File: src/stok_pkg.sv
// Types, character codes and token decode functions for the shell command tokenizer.
`default_nettype none

package stok_pkg;

  localparam logic [7:0] CH_NUL    = 8'h00;
  localparam logic [7:0] CH_TAB    = 8'h09;
  localparam logic [7:0] CH_LF     = 8'h0a;
  localparam logic [7:0] CH_SPACE  = 8'h20;
  localparam logic [7:0] CH_DQUOTE = 8'h22;
  localparam logic [7:0] CH_DOLLAR = 8'h24;
  localparam logic [7:0] CH_AMP    = 8'h26;
  localparam logic [7:0] CH_SQUOTE = 8'h27;
  localparam logic [7:0] CH_LPAREN = 8'h28;
  localparam logic [7:0] CH_RPAREN = 8'h29;
  localparam logic [7:0] CH_SEMI   = 8'h3b;
  localparam logic [7:0] CH_LT     = 8'h3c;
  localparam logic [7:0] CH_GT     = 8'h3e;
  localparam logic [7:0] CH_BSLASH = 8'h5c;
  localparam logic [7:0] CH_LBRACE = 8'h7b;
  localparam logic [7:0] CH_PIPE   = 8'h7c;
  localparam logic [7:0] CH_RBRACE = 8'h7d;

  typedef enum logic [3:0] {
    M_IDLE    = 4'd0,
    M_WORD    = 4'd1,
    M_WESC    = 4'd2,
    M_WDOLLAR = 4'd3,
    M_WGROUP  = 4'd4,
    M_SQ      = 4'd5,
    M_DQ      = 4'd6,
    M_DQESC   = 4'd7,
    M_PIPE    = 4'd8,
    M_AMP     = 4'd9,
    M_GT      = 4'd10,
    M_LT1     = 4'd11,
    M_LT2     = 4'd12,
    M_DRAIN   = 4'd13
  } lex_mode_e;

  typedef enum logic [3:0] {
    K_END     = 4'd0,
    K_WORD    = 4'd1,
    K_STRING  = 4'd2,
    K_PIPE    = 4'd3,
    K_AND     = 4'd4,
    K_OR      = 4'd5,
    K_SEMI    = 4'd6,
    K_OUT     = 4'd7,
    K_APPEND  = 4'd8,
    K_IN      = 4'd9,
    K_HEREDOC = 4'd10,
    K_HERESTR = 4'd11,
    K_LBRACE  = 4'd12,
    K_RBRACE  = 4'd13,
    K_LPAREN  = 4'd14,
    K_RPAREN  = 4'd15
  } tok_kind_e;

  typedef enum logic [1:0] {
    E_NONE  = 2'd0,
    E_SQ    = 2'd1,
    E_DQ    = 2'd2,
    E_BGND  = 2'd3
  } tok_err_e;

  // One output word.
  typedef struct packed {
    logic [7:0] text_byte;
    logic       text_valid;
    logic       token_done;
    logic [3:0] kind;
    logic [1:0] err;
  } res_t;

  // Outcome of one input byte: next mode and up to three words.
  typedef struct packed {
    lex_mode_e  mode;
    logic [1:0] n;
    res_t       r0;
    res_t       r1;
    res_t       r2;
  } step_t;

  function automatic res_t mk_text(logic [7:0] b);
    res_t r;
    r.text_byte  = b;
    r.text_valid = 1'b1;
    r.token_done = 1'b0;
    r.kind       = K_END;
    r.err        = E_NONE;
    return r;
  endfunction

  function automatic res_t mk_tok(tok_kind_e k, tok_err_e e);
    res_t r;
    r.text_byte  = 8'h00;
    r.text_valid = 1'b0;
    r.token_done = 1'b1;
    r.kind       = k;
    r.err        = e;
    return r;
  endfunction

  function automatic step_t push(step_t s, res_t r);
    step_t t;
    t = s;
    case (s.n)
      2'd0:    t.r0 = r;
      2'd1:    t.r1 = r;
      default: t.r2 = r;
    endcase
    t.n = s.n + 2'd1;
    return t;
  endfunction

  function automatic logic is_term(logic [7:0] c);
    return (c == CH_NUL) || (c == CH_LF);
  endfunction

  function automatic logic is_delim(logic [7:0] c);
    logic d;
    case (c)
      CH_NUL, CH_LF, CH_SPACE, CH_TAB, CH_PIPE, CH_AMP, CH_SEMI, CH_GT, CH_LT,
      CH_LPAREN, CH_RPAREN, CH_LBRACE, CH_RBRACE, CH_DQUOTE, CH_SQUOTE: d = 1'b1;
      default: d = 1'b0;
    endcase
    return d;
  endfunction

  // Bareword byte that is known not to be a delimiter.
  function automatic step_t word_plain(step_t s, logic [7:0] c);
    step_t t;
    t = s;
    if (c == CH_BSLASH) begin
      t.mode = M_WESC;
    end else if (c == CH_DOLLAR) begin
      t = push(t, mk_text(c));
      t.mode = M_WDOLLAR;
    end else begin
      t = push(t, mk_text(c));
      t.mode = M_WORD;
    end
    return t;
  endfunction

  function automatic step_t idle_fn(step_t s, logic [7:0] c);
    step_t t;
    t = s;
    t.mode = M_IDLE;
    case (c)
      CH_NUL, CH_LF:    t = push(t, mk_tok(K_END, E_NONE));
      CH_SPACE, CH_TAB: t = t;
      CH_PIPE:          t.mode = M_PIPE;
      CH_AMP:           t.mode = M_AMP;
      CH_GT:            t.mode = M_GT;
      CH_LT:            t.mode = M_LT1;
      CH_SEMI:          t = push(t, mk_tok(K_SEMI, E_NONE));
      CH_LPAREN:        t = push(t, mk_tok(K_LPAREN, E_NONE));
      CH_RPAREN:        t = push(t, mk_tok(K_RPAREN, E_NONE));
      CH_LBRACE:        t = push(t, mk_tok(K_LBRACE, E_NONE));
      CH_RBRACE:        t = push(t, mk_tok(K_RBRACE, E_NONE));
      CH_SQUOTE:        t.mode = M_SQ;
      CH_DQUOTE:        t.mode = M_DQ;
      default:          t = word_plain(t, c);
    endcase
    return t;
  endfunction

  function automatic step_t word_fn(step_t s, logic [7:0] c);
    step_t t;
    t = s;
    if (is_delim(c)) begin
      t = push(t, mk_tok(K_WORD, E_NONE));
      t = idle_fn(t, c);
    end else begin
      t = word_plain(t, c);
    end
    return t;
  endfunction

  function automatic step_t dq_fn(step_t s, logic [7:0] c);
    step_t t;
    t = s;
    t.mode = M_DQ;
    if (c == CH_NUL) begin
      t = push(t, mk_tok(K_END, E_DQ));
      t.mode = M_IDLE;
    end else if (c == CH_DQUOTE) begin
      t = push(t, mk_tok(K_STRING, E_NONE));
      t.mode = M_IDLE;
    end else if (c == CH_BSLASH) begin
      t.mode = M_DQESC;
    end else begin
      t = push(t, mk_text(c));
    end
    return t;
  endfunction

  function automatic step_t op_or_idle(step_t s, logic [7:0] c, logic [7:0] match,
                                       tok_kind_e k_match, tok_kind_e k_else);
    step_t t;
    t = s;
    if (c == match) begin
      t = push(t, mk_tok(k_match, E_NONE));
      t.mode = M_IDLE;
    end else begin
      t = push(t, mk_tok(k_else, E_NONE));
      t = idle_fn(t, c);
    end
    return t;
  endfunction

endpackage

`default_nettype wire

File: src/shell_command_tokenizer.sv
// Byte-stream shell command tokenizer with a three-word output buffer.
// Latency: the first word of a byte is shown in the cycle after the byte is accepted.
// Throughput: one byte per cycle while each byte yields at most one word and the
// output is ready; for a byte with more words, input waits until the last one leaves.
// Bytes that yield no word are taken every cycle while the buffer is empty.
// Reset: the lexer returns to idle between tokens and the output buffer is emptied.
`default_nettype none

module shell_command_tokenizer (
  input  wire logic       clk_i,
  input  wire logic       rst_ni,
  input  wire logic       in_valid_i,
  output logic            in_ready_o,
  input  wire logic [7:0] char_in_i,
  output logic            out_valid_o,
  input  wire logic       out_ready_i,
  output logic [7:0]      text_byte_o,
  output logic            text_valid_o,
  output logic            token_done_o,
  output logic [3:0]      token_kind_o,
  output logic [1:0]      error_code_o,
  output logic            last_o
);
  import stok_pkg::*;

  lex_mode_e  mode_q, mode_d;
  logic [1:0] cnt_q, cnt_d;
  res_t       slot0_q, slot1_q, slot2_q;
  res_t       slot0_d, slot1_d, slot2_d;
  step_t      base, step;
  logic       accept, pop;

  assign pop        = out_valid_o && out_ready_i;
  // A new byte may enter when the buffer is empty or its final word leaves now.
  assign in_ready_o = (cnt_q == 2'd0) || ((cnt_q == 2'd1) && out_ready_i);
  assign accept     = in_valid_i && in_ready_o;

  always_comb begin
    base      = '0;
    base.mode = mode_q;
    step      = base;
    unique case (mode_q)
      M_WORD: step = word_fn(base, char_in_i);
      M_WESC: begin
        if (char_in_i == CH_NUL) begin
          step = push(base, mk_text(CH_BSLASH));
          step = push(step, mk_tok(K_WORD, E_NONE));
          step = push(step, mk_tok(K_END, E_NONE));
          step.mode = M_IDLE;
        end else begin
          step = push(base, mk_text(char_in_i));
          step.mode = M_WORD;
        end
      end
      M_WDOLLAR: begin
        if (char_in_i == CH_LBRACE) begin
          step = push(base, mk_text(char_in_i));
          step.mode = M_WGROUP;
        end else begin
          step = word_fn(base, char_in_i);
        end
      end
      M_WGROUP: begin
        if (char_in_i == CH_NUL) begin
          step = push(base, mk_tok(K_WORD, E_NONE));
          step = push(step, mk_tok(K_END, E_NONE));
          step.mode = M_IDLE;
        end else begin
          step = push(base, mk_text(char_in_i));
          if (char_in_i == CH_RBRACE) step.mode = M_WORD;
        end
      end
      M_SQ: begin
        if (char_in_i == CH_NUL) begin
          step = push(base, mk_tok(K_END, E_SQ));
          step.mode = M_IDLE;
        end else if (char_in_i == CH_SQUOTE) begin
          step = push(base, mk_tok(K_WORD, E_NONE));
          step.mode = M_IDLE;
        end else begin
          step = push(base, mk_text(char_in_i));
        end
      end
      M_DQ: step = dq_fn(base, char_in_i);
      M_DQESC: begin
        if ((char_in_i == CH_DQUOTE) || (char_in_i == CH_BSLASH) ||
            (char_in_i == CH_DOLLAR)) begin
          step = push(base, mk_text(char_in_i));
          step.mode = M_DQ;
        end else begin
          step = push(base, mk_text(CH_BSLASH));
          step = dq_fn(step, char_in_i);
        end
      end
      M_PIPE: step = op_or_idle(base, char_in_i, CH_PIPE, K_OR, K_PIPE);
      M_AMP: begin
        if (char_in_i == CH_AMP) begin
          step = push(base, mk_tok(K_AND, E_NONE));
          step.mode = M_IDLE;
        end else if (is_term(char_in_i)) begin
          step = push(base, mk_tok(K_END, E_BGND));
          step.mode = M_IDLE;
        end else begin
          step.mode = M_DRAIN;
        end
      end
      M_GT: step = op_or_idle(base, char_in_i, CH_GT, K_APPEND, K_OUT);
      M_LT1: begin
        if (char_in_i == CH_LT) begin
          step.mode = M_LT2;
        end else begin
          step = push(base, mk_tok(K_IN, E_NONE));
          step = idle_fn(step, char_in_i);
        end
      end
      M_LT2: step = op_or_idle(base, char_in_i, CH_LT, K_HERESTR, K_HEREDOC);
      M_DRAIN: begin
        if (is_term(char_in_i)) begin
          step = push(base, mk_tok(K_END, E_BGND));
          step.mode = M_IDLE;
        end
      end
      default: step = idle_fn(base, char_in_i);
    endcase
  end

  always_comb begin
    mode_d  = mode_q;
    cnt_d   = cnt_q;
    slot0_d = slot0_q;
    slot1_d = slot1_q;
    slot2_d = slot2_q;
    if (accept) begin
      mode_d  = step.mode;
      cnt_d   = step.n;
      slot0_d = step.r0;
      slot1_d = step.r1;
      slot2_d = step.r2;
    end else if (pop) begin
      cnt_d   = cnt_q - 2'd1;
      slot0_d = slot1_q;
      slot1_d = slot2_q;
    end
  end

  always_ff @(posedge clk_i or negedge rst_ni) begin
    if (!rst_ni) begin
      mode_q <= M_IDLE;
      cnt_q  <= 2'd0;
    end else begin
      mode_q <= mode_d;
      cnt_q  <= cnt_d;
    end
  end

  always_ff @(posedge clk_i) begin
    slot0_q <= slot0_d;
    slot1_q <= slot1_d;
    slot2_q <= slot2_d;
  end

  assign out_valid_o  = (cnt_q != 2'd0);
  assign text_byte_o  = slot0_q.text_byte;
  assign text_valid_o = slot0_q.text_valid;
  assign token_done_o = slot0_q.token_done;
  assign token_kind_o = slot0_q.kind;
  assign error_code_o = slot0_q.err;
  assign last_o       = (cnt_q == 2'd1);

  a_text_xor_done: assert property (@(posedge clk_i) disable iff (!rst_ni)
    out_valid_o |-> (text_valid_o != token_done_o))
    else $error("output word is neither text nor token, or both");

  a_err_on_end: assert property (@(posedge clk_i) disable iff (!rst_ni)
    (out_valid_o && (error_code_o != E_NONE)) |-> (token_done_o && (token_kind_o == K_END)))
    else $error("error code on a word other than an end token");

  a_ready_room: assert property (@(posedge clk_i) disable iff (!rst_ni)
    in_ready_o |-> (cnt_q <= 2'd1))
    else $error("input taken while the buffer still holds several words");

  a_silent_byte: assert property (@(posedge clk_i) disable iff (!rst_ni)
    (accept && (step.n == 2'd0)) |=> !out_valid_o)
    else $error("a byte without results left words in the buffer");

endmodule

`default_nettype wire

File: config.mk
export PLATFORM = sky130hd
export DESIGN_NAME = shell_command_tokenizer
export DESIGN_NICKNAME = d
export VERILOG_FILES = /design/src/stok_pkg.sv /design/src/shell_command_tokenizer.sv
export SDC_FILE = /design/constraint.sdc
export NUM_CORES = 1
export LEC_CHECK = 0
export ABC_AREA = 0
export BUFFER_PORTS_ARGS = -buffer_cell sky130_fd_sc_hd__buf_2
export CORE_MARGIN = 3
export CORE_UTILIZATION = 50
export CTS_BUF_LIST = sky130_fd_sc_hd__clkbuf_8
export CTS_CLUSTER_SIZE = 14
export DETAILED_ROUTE_END_ITERATION = 6
export PLACE_DENSITY = 0.69
export SETUP_SLACK_MARGIN = 0.02
export SKIP_CTS_REPAIR_TIMING = 1
export SLEW_MARGIN = 20
export SYNTH_ARGS = -nofsm -noshare
export SYNTH_HDL_FRONTEND = slang
export SYNTH_SLANG_ARGS = --single-unit
File: constraint.sdc
create_clock -name clk_i -period 4.3 [get_ports clk_i]
set_input_delay 0.215 -clock clk_i [delete_from_list [all_inputs] [get_ports clk_i]]
set_output_delay 0.215 -clock clk_i [all_outputs]
set_load 0.02 [all_outputs]
# After elaboration in Yosys (flattened, before gate mapping)
# Cells that the tools add are included.
# totals
output_inout_bits	19
regBits	54
inputBits	12
# op_classes
muxes	68
add_sub_neg	1
n_eq_ne	33
reduce_logical	20
# op_table
cell	count
$pmux 50 s7	6
$mux 54	14
$pmux 54 s13	1
$mux 50	8
$mux 52	6
$pmux 50 s6	1
$mux 53	2
$mux 49	2
$pmux 4 s6	4
$pmux 4 s7	3
$eq 8x6->1 const B	10
$mux 16	4
$mux 51	1
$eq 8x7->1 const B	4
$eq 4x4->1 const B	6
$reduce_or 7->1	3
$eq 4x3->1 const B	4
$eq 8x4->1 const B	2
$mux 4	4
$reduce_or 8->1	2
$reduce_or 15->1	1
$mux 2	7
$reduce_or 9->1	1
$eq 4x2->1 const B	2
other kinds (13)	24

# Depth between registers and ports, before layout
# Gate-level depths: netlist of run 1.
# depth
depth_word	9
mapped_depth	12
ltp_nobuf	10

# Least setup slack after synthesis of run 1
# OpenSTA, ideal clock, no wires.
# synth_path
path_kind	flip-flop to flip-flop
from	register cnt_q[0]
to	register slot0_q, in the netlist text_byte_o[3] (data pin)
setup_time_ns	0.261
synth_period_minus_slack_ns	2.683
arrival_time_ns	2.422
path_stages_with_launch	12
slack_ns	1.617
cell_sequence	dfrtp_1 inv_1 ha_1 inv_1 nand2_1 nand2_1 buf_1 clkinv_1 nand2_1 clkbuf_1 a31oi_1 a221o_1
# synth_lines
item	line	text
start, declared	shell_command_tokenizer.sv:27	logic [1:0] cnt_q, cnt_d;
start signal, assigned	shell_command_tokenizer.sv:152	cnt_q <= cnt_d;
end signal, assigned	shell_command_tokenizer.sv:157	slot0_q <= slot0_d;
end, declared	shell_command_tokenizer.sv:28	res_t slot0_q, slot1_q, slot2_q;

==> results.txt, run 1 <==
Final-report hold violation count: 0
Placer Congestion: 1.02
Grt ovf: 0
Die W: 87.3 um
Routed vias/inst: 7.21
Met3 wire length: 1260 um
CTS tree: done
Clock Path Buffers: 2
Highest routed layer: met4
Core box area: 6170 um^2
First-pass GRT wire length: 17600 um
Diode count: 0
Sw frac: 46.9%
Vias in the first global route: 3207
Fraction of registers with async set/reset: 15.8%
Residual DRC: 0
Clock Latency Late Sink: 0.30 ns
Num Clock Sinks: 38
Setup slack, reg-to-reg: 1.22 ns
Final setup viols: 0
Io pins: 31
Largest net degree at the start of global routing: 37
Syn-to-layout area delta: 10.3%
Clk_skew: 0.0116 ns
Pre-Repair DR Iteration Count: 6
Dpl hpwl: 8600 um
Final net count: 433
Number of flops mapped to enable cells by yosys: 32
Metal-1 WL: 4580 um
Final period utilization: 71.7%
Top cells by area, synth: edfxtp_1, nand2_1, dfrtp_1
Leak: 1.38 nW
Unrepaired setup endpoints after global routing: no
Worst min-delay path class: input port to asynchronous set/reset pin
WP data arrival: 3.13 ns
Minimum clock period: 3.08 ns
Total Routing Usage GR: 30.3%
Via count: 3567
Die Y: 87.3 um
Slew Viols, Final: 0
Fmax: 324 MHz
Sequential share of power: 29.7%
Starting density of the core: 53.6%
Outcome: completed
Core Rows: 28
Main flop type after synthesis: edfxtp_1
CP Capture Type: flip-flop
CTS H-Tree Depth: 2
Detailed-route wire length per cell: 23.1 um
Drt total wl: 11400 um
Total power: 0.00241 W
Routed wl met2: 5010 um
Clk slew on worst S/H paths: 0.08 ns
#FFs+latches synth: 38
Fin area: 3640 um^2
Synth Net Count: 416
Placed cell areas: 3500 um^2
Cell Pwr Density: 661 nW/um^2
Reported max-cap violation count: 0
Initial DRC count: 599
Port Buffers: 30
Cell variety after synth: 73
Startpoint Class: flip-flop
Setup TNS: 0 ns
Slew @ Worst Pin: 0.976 ns
Antenna violations before repair: 0
Kind of critical path: flip-flop to flip-flop
Share of the synthesized area in the top cell type: 29.1%
Worst VDD drop: 0.412 mV
Clock root buffer: clkbuf_8
Antenna viol nets, final: 0
Die ar.: 7620 um^2
Net Sw Power: 0.00113 W
CTS Buf Count: 5
Gate power share: 55.2%
Pint: 0.00128 W
Syn. warnings: 0
Sequential area share after synthesis: 33.6%
CP max FO: 18
Average cell area after synthesis: 8.22 um^2
Clock Power Share: 15.1%
Synth Instances: 402
Yosys top cell by area: edfxtp_1
Share of layout cells above drive strength 1: 16.0%
Post-Syn Area: 3300 um^2
CP Data Required Time: 4.35 ns
Rel. slew slack: 34.1%
==> registers in the layout, summed over array words and instances (netlist names) <==
name,count
text_byte_o,8
slot2_q,1
token_kind_o,4
token_done_o,1
slot1_q,15
cnt_q,2
text_valid_o,1
mode_q,4
error_code_o,2
==> power groups by stage <==
stage	clock, W	sequential (W)	combinational, W
3_3_place_gp	0	0.000714	0.00129
6_report	0.000363	0.000714	0.00133
4_1_cts	0.000368	0.000712	0.00129
2_1_floorplan	0	0.000736	0.000890
3_5_place_dp	0	0.000720	0.00129
5_1_grt	0.000383	0.000730	0.00143
==> cells by family (layout without fill, tap and decap cells) <==
kind of cell	after synthesis	count (layout)	synth area share, %
flip-flops	38	38	33.6
multiplexers	1	1	0.341
XOR/XNOR	4	4	1.06
AO/OA/AOI/OAI	130	130	27.8
adder cells (fa/ha/maj)	2	2	0.757
buffers and inverters	43	61	5.19
AND/OR/NAND/NOR	184	184	31.3
==> placed cells by master, fill, tap and decap left out, drive strengths merged, types with 4 or more instances in the layout <==
| cell | Yosys | layout |
|---|---|---|
| a2111oi | 4 | 4 |
| dfrtp | 6 | 6 |
| nand4 | 7 | 7 |
| nand2 | 42 | 42 |
| and3 | 10 | 10 |
| o22ai | 4 | 4 |
| nor4 | 7 | 7 |
| a211oi | 4 | 4 |
| buf | 12 | 41 |
| nand3 | 18 | 18 |
| edfxtp | 32 | 32 |
| a31oi | 11 | 11 |
| or3 | 4 | 4 |
| inv | 10 | 10 |
| and2 | 8 | 8 |
| nor2b | 6 | 6 |
| o21ai | 27 | 27 |
| a21oi | 26 | 26 |
| o211ai | 11 | 11 |
| a221oi | 5 | 5 |
| a221o | 5 | 5 |
| clkbuf | 20 | 5 |
| nor3 | 19 | 19 |
| nor2 | 30 | 30 |
| nand2b | 9 | 9 |
| xnor2 | 4 | 4 |
==> cells in the mapped netlist, types with 5 or more instances <==
master,instances
and3_1,9
a31oi_1,11
dfrtp_1,6
nand3_1,17
buf_2,8
edfxtp_1,32
inv_1,10
a221oi_1,5
nand2_1,41
and2_1,7
nor3_1,19
nor2b_1,6
a221o_1,5
nor4_1,5
o21ai_0,27
nor2_1,30
a21oi_1,26
nand4_1,6
clkbuf_1,20
o211ai_1,10
nand2b_1,9
==> stage by stage <==
step | worst slack, ns | instances | util [%] | hold WS [ns]
2_1_floorplan | 1.62 | 402 | - | -0.0806
3_3_place_gp | 1.16 | 486 | 56.8 | 0.0581
3_5_place_dp | 1.13 | 486 | 56.8 | 0.0628
4_1_cts | 1.25 | 494 | 58.9 | -0.255
5_1_grt | 0.983 | 495 | 59.1 | 0.310
6_report | 1.22 | 495 | 59.1 | 0.282
==> per-layer routing <==
metal  GRT usage, %  up-vias
met3           5.68       57
met1           42.6     1624
met2           44.7      289
li1               -     1597
met4           13.8        0
met5              0        -
==> final cells by class <==
class	instances	area, um^2
fillers	566	2520
multi-input cells	321	2020
flip-flops and latches	38	1110
repair buffers	42	243
well taps	75	93.8
clock buffers	5	68.8
clock inverters	3	63.8
inverters	11	41.3
==> critical path, cell delays in order, from the launching register on <==
cell and delay [ns]:
dfrtp_1 0.72, buf_4 0.27, nand2b_1 0.27, a311oi_1 0.08, buf_4 0.22, nor3_1 0.39, o21ai_0 0.15, a222oi_1 0.40
o211ai_1 0.18, o21a_1 0.14
==> worst paths after layout <==
kind	end	depth (start not counted)	start
worst min register to register	token_kind_o[1]	2	slot1_q[3]
worst max-delay path	slot1_q[6]	9	mode_q[0]
min in group clk_i	slot1_q[13]	2	char_in_i[5]
max in group asynchronous	mode_q[1]	2	rst_ni
worst min-delay path	cnt_q[0]	2	rst_ni
worst max register to register	slot1_q[6]	9	mode_q[0]
No activity file was read; power rests on OpenSTA's default activity.
==> inputs of run 2 (changes only) <==
==> constraint.sdc (replaced) <==
create_clock -name clk_i -period 2.97 [get_ports clk_i]
set_input_delay 0.1485 -clock clk_i [delete_from_list [all_inputs] [get_ports clk_i]]
set_output_delay 0.1485 -clock clk_i [all_outputs]
set_load 0.02 [all_outputs]
==> results.txt, run 2 (synthesis gave the netlist of run 1 again) <==
Outcome: completed
Num Clock Sinks: 38 (unchanged)
Kind of critical path: flip-flop to flip-flop
Pre-Repair DR Iteration Count: 5 (-1)
Final net count: 460 (+6.2%)
Unrepaired setup endpoints after global routing: no
Die Y: 87.3 um (unchanged)
Syn-to-layout area delta: 16.4%
Placer Congestion: 1.08 (+5.5%)
Cell Pwr Density: 932 nW/um^2 (+41%)
Final period utilization: 89.6% (+18 points)
Leak: 1.51 nW (+9.3%)
Clk_skew: 0.0121 ns (+0.000485 ns)
Diode count: 0 (unchanged)
Dpl hpwl: 8720 um (+1.4%)
Total Routing Usage GR: 30.6% (+0.36 points)
Startpoint Class: flip-flop
CTS tree: done
Vias in the first global route: 3268 (+1.9%)
Residual DRC: 0 (unchanged)
Minimum clock period: 2.66 ns (-0.422 ns)
Share of layout cells above drive strength 1: 21.0% (+5.1 points)
CTS Buf Count: 5 (unchanged)
Fmax: 376 MHz (+16%)
Layout fillers: 557 (-1.6%)
Slew Viols, Final: 0 (unchanged)
Via count: 3586 (+0.53%)
Port Buffers: 30 (unchanged)
Antenna violations before repair: 0 (unchanged)
Core Rows: 28 (unchanged)
Clock Latency Late Sink: 0.30 ns (about the same)
Antenna viol nets, final: 0 (unchanged)
Slew @ Worst Pin: 0.836 ns (-0.140 ns)
Largest net degree at the start of global routing: 36 (-2.7%)
Detailed-route wire length per cell: 21.7 um (-6.1%)
Final-report hold violation count: 0 (unchanged)
Routed vias/inst: 6.87 (-4.7%)
Commonest non-fill, non-tap cells in the layout: nand2_1, buf_4, edfxtp_1
Core Util, Final: 62.4% (+3.3 points)
CTS H-Tree Depth: 2 (unchanged)
Worst min-delay path class: input port to asynchronous set/reset pin
RR Startpoint: mode_q[1]
WP data arrival: 2.72 ns (-0.41 ns)
CP Data Required Time: 3.03 ns (-1.32 ns)
Grt ovf: 0 (unchanged)
Clock Path Buffers: 2 (unchanged)
Io pins: 31 (unchanged)
Worst VDD drop: 0.743 mV (+80%)
Die W: 87.3 um (unchanged)
First-pass GRT wire length: 17800 um (+1.2%)
Setup TNS: 0 ns (unchanged)
Reg with most FFs: slot1_q
Clk slew on worst S/H paths: 0.08 ns (about the same)
Drt total wl: 11300 um (-0.94%)
Reported max-cap violation count: 0 (unchanged)
Max FFs per register: 15 (unchanged)
CP max FO: 16 (-2)
CP Capture Type: flip-flop
Rel. slew slack: 43.7% (+9.7 points)
Core box area: 6170 um^2 (unchanged)
Crit path from: mode_q[1]
Most common cell after layout, fill and taps aside: nand2_1
Starting density of the core: 53.6% (unchanged)
Clock root buffer: clkbuf_8
Final setup viols: 0 (unchanged)
Initial DRC count: 508 (-15%)
Die ar.: 7620 um^2 (unchanged)
## run 2: cell types whose count changed in the layout (fill, tap and decap cells not counted)
cell   change
buf_4     +27
## run 2: cell type report
class                   count  area [um^2]  area share, %
well taps                  75         93.8           2.44
flip-flops and latches     38         1110           28.9
clock inverters             3         63.8           1.66
inverters                  11         41.3           1.07
multi-input cells         321         2020           52.6
clock buffers               5         68.8           1.79
repair buffers             69          445           11.6
## run 2: through the flow
stage | cells | instance area (um^2) | hold WS, ns | setup WS (ns) | total power, W
after global placement | 513 | 3700 | -0.0133 | 0.402 | 0.00301
after global routing | 522 | 3850 | 0.237 | 0.190 | 0.00380
after CTS | 521 | 3840 | -0.333 | 0.476 | 0.00353
final | 522 | 3850 | 0.209 | 0.310 | 0.00358
after floorplan | 402 | 3300 | -0.147 | 0.287 | 0.00235
after detailed placement | 513 | 3700 | -0.00468 | 0.330 | 0.00301
## run 2: routing by layer
| metal | wire (um) | vias up | share of wire, % | track usage (%) |
|---|---|---|---|---|
| li1 | - | 1652 | - | - |
| met1 | 4630 | 1651 | 41 | 42.1 |
| met2 | 5180 | 245 | 46 | 49.7 |
| met3 | 1180 | 38 | 10 | 4.16 |
| met4 | 335 | 0 | 3.0 | 9.48 |
| met5 | 0 | - | 0 | 0 |
## run 2: report_power, final
| part | switching [W] | total [W] | internal [W] |
|---|---|---|---|
| sequential | 0.000138 | 0.000993 | 0.000855 |
| combinational | 0.00130 | 0.00207 | 0.000769 |
| clock | 0.000191 | 0.000523 | 0.000332 |
## run 2: worst max-delay path, cell delays in order (launching register included)
cell	delay (ns)
dfrtp_1	0.58
nand2b_1	0.35
a311oi_1	0.12
nor3_1	0.44
o21ai_0	0.16
a222oi_1	0.34
buf_4	0.20
o211ai_1	0.10
o21a_1	0.13
## run 2: worst paths after layout
path / slack, ns / end / cells after the start
setup / recovery: 0.31 / slot1_q[6] / 8
hold / removal: 0.21 / cnt_q[1] / 2
setup reg to reg: 0.31 / slot1_q[6] / 8
hold reg to reg: 0.54 / text_byte_o[7] / 2
max in group asynchronous: 2.58 / cnt_q[0] / 2
min in group clk_i: 0.36 / slot1_q[13] / 2
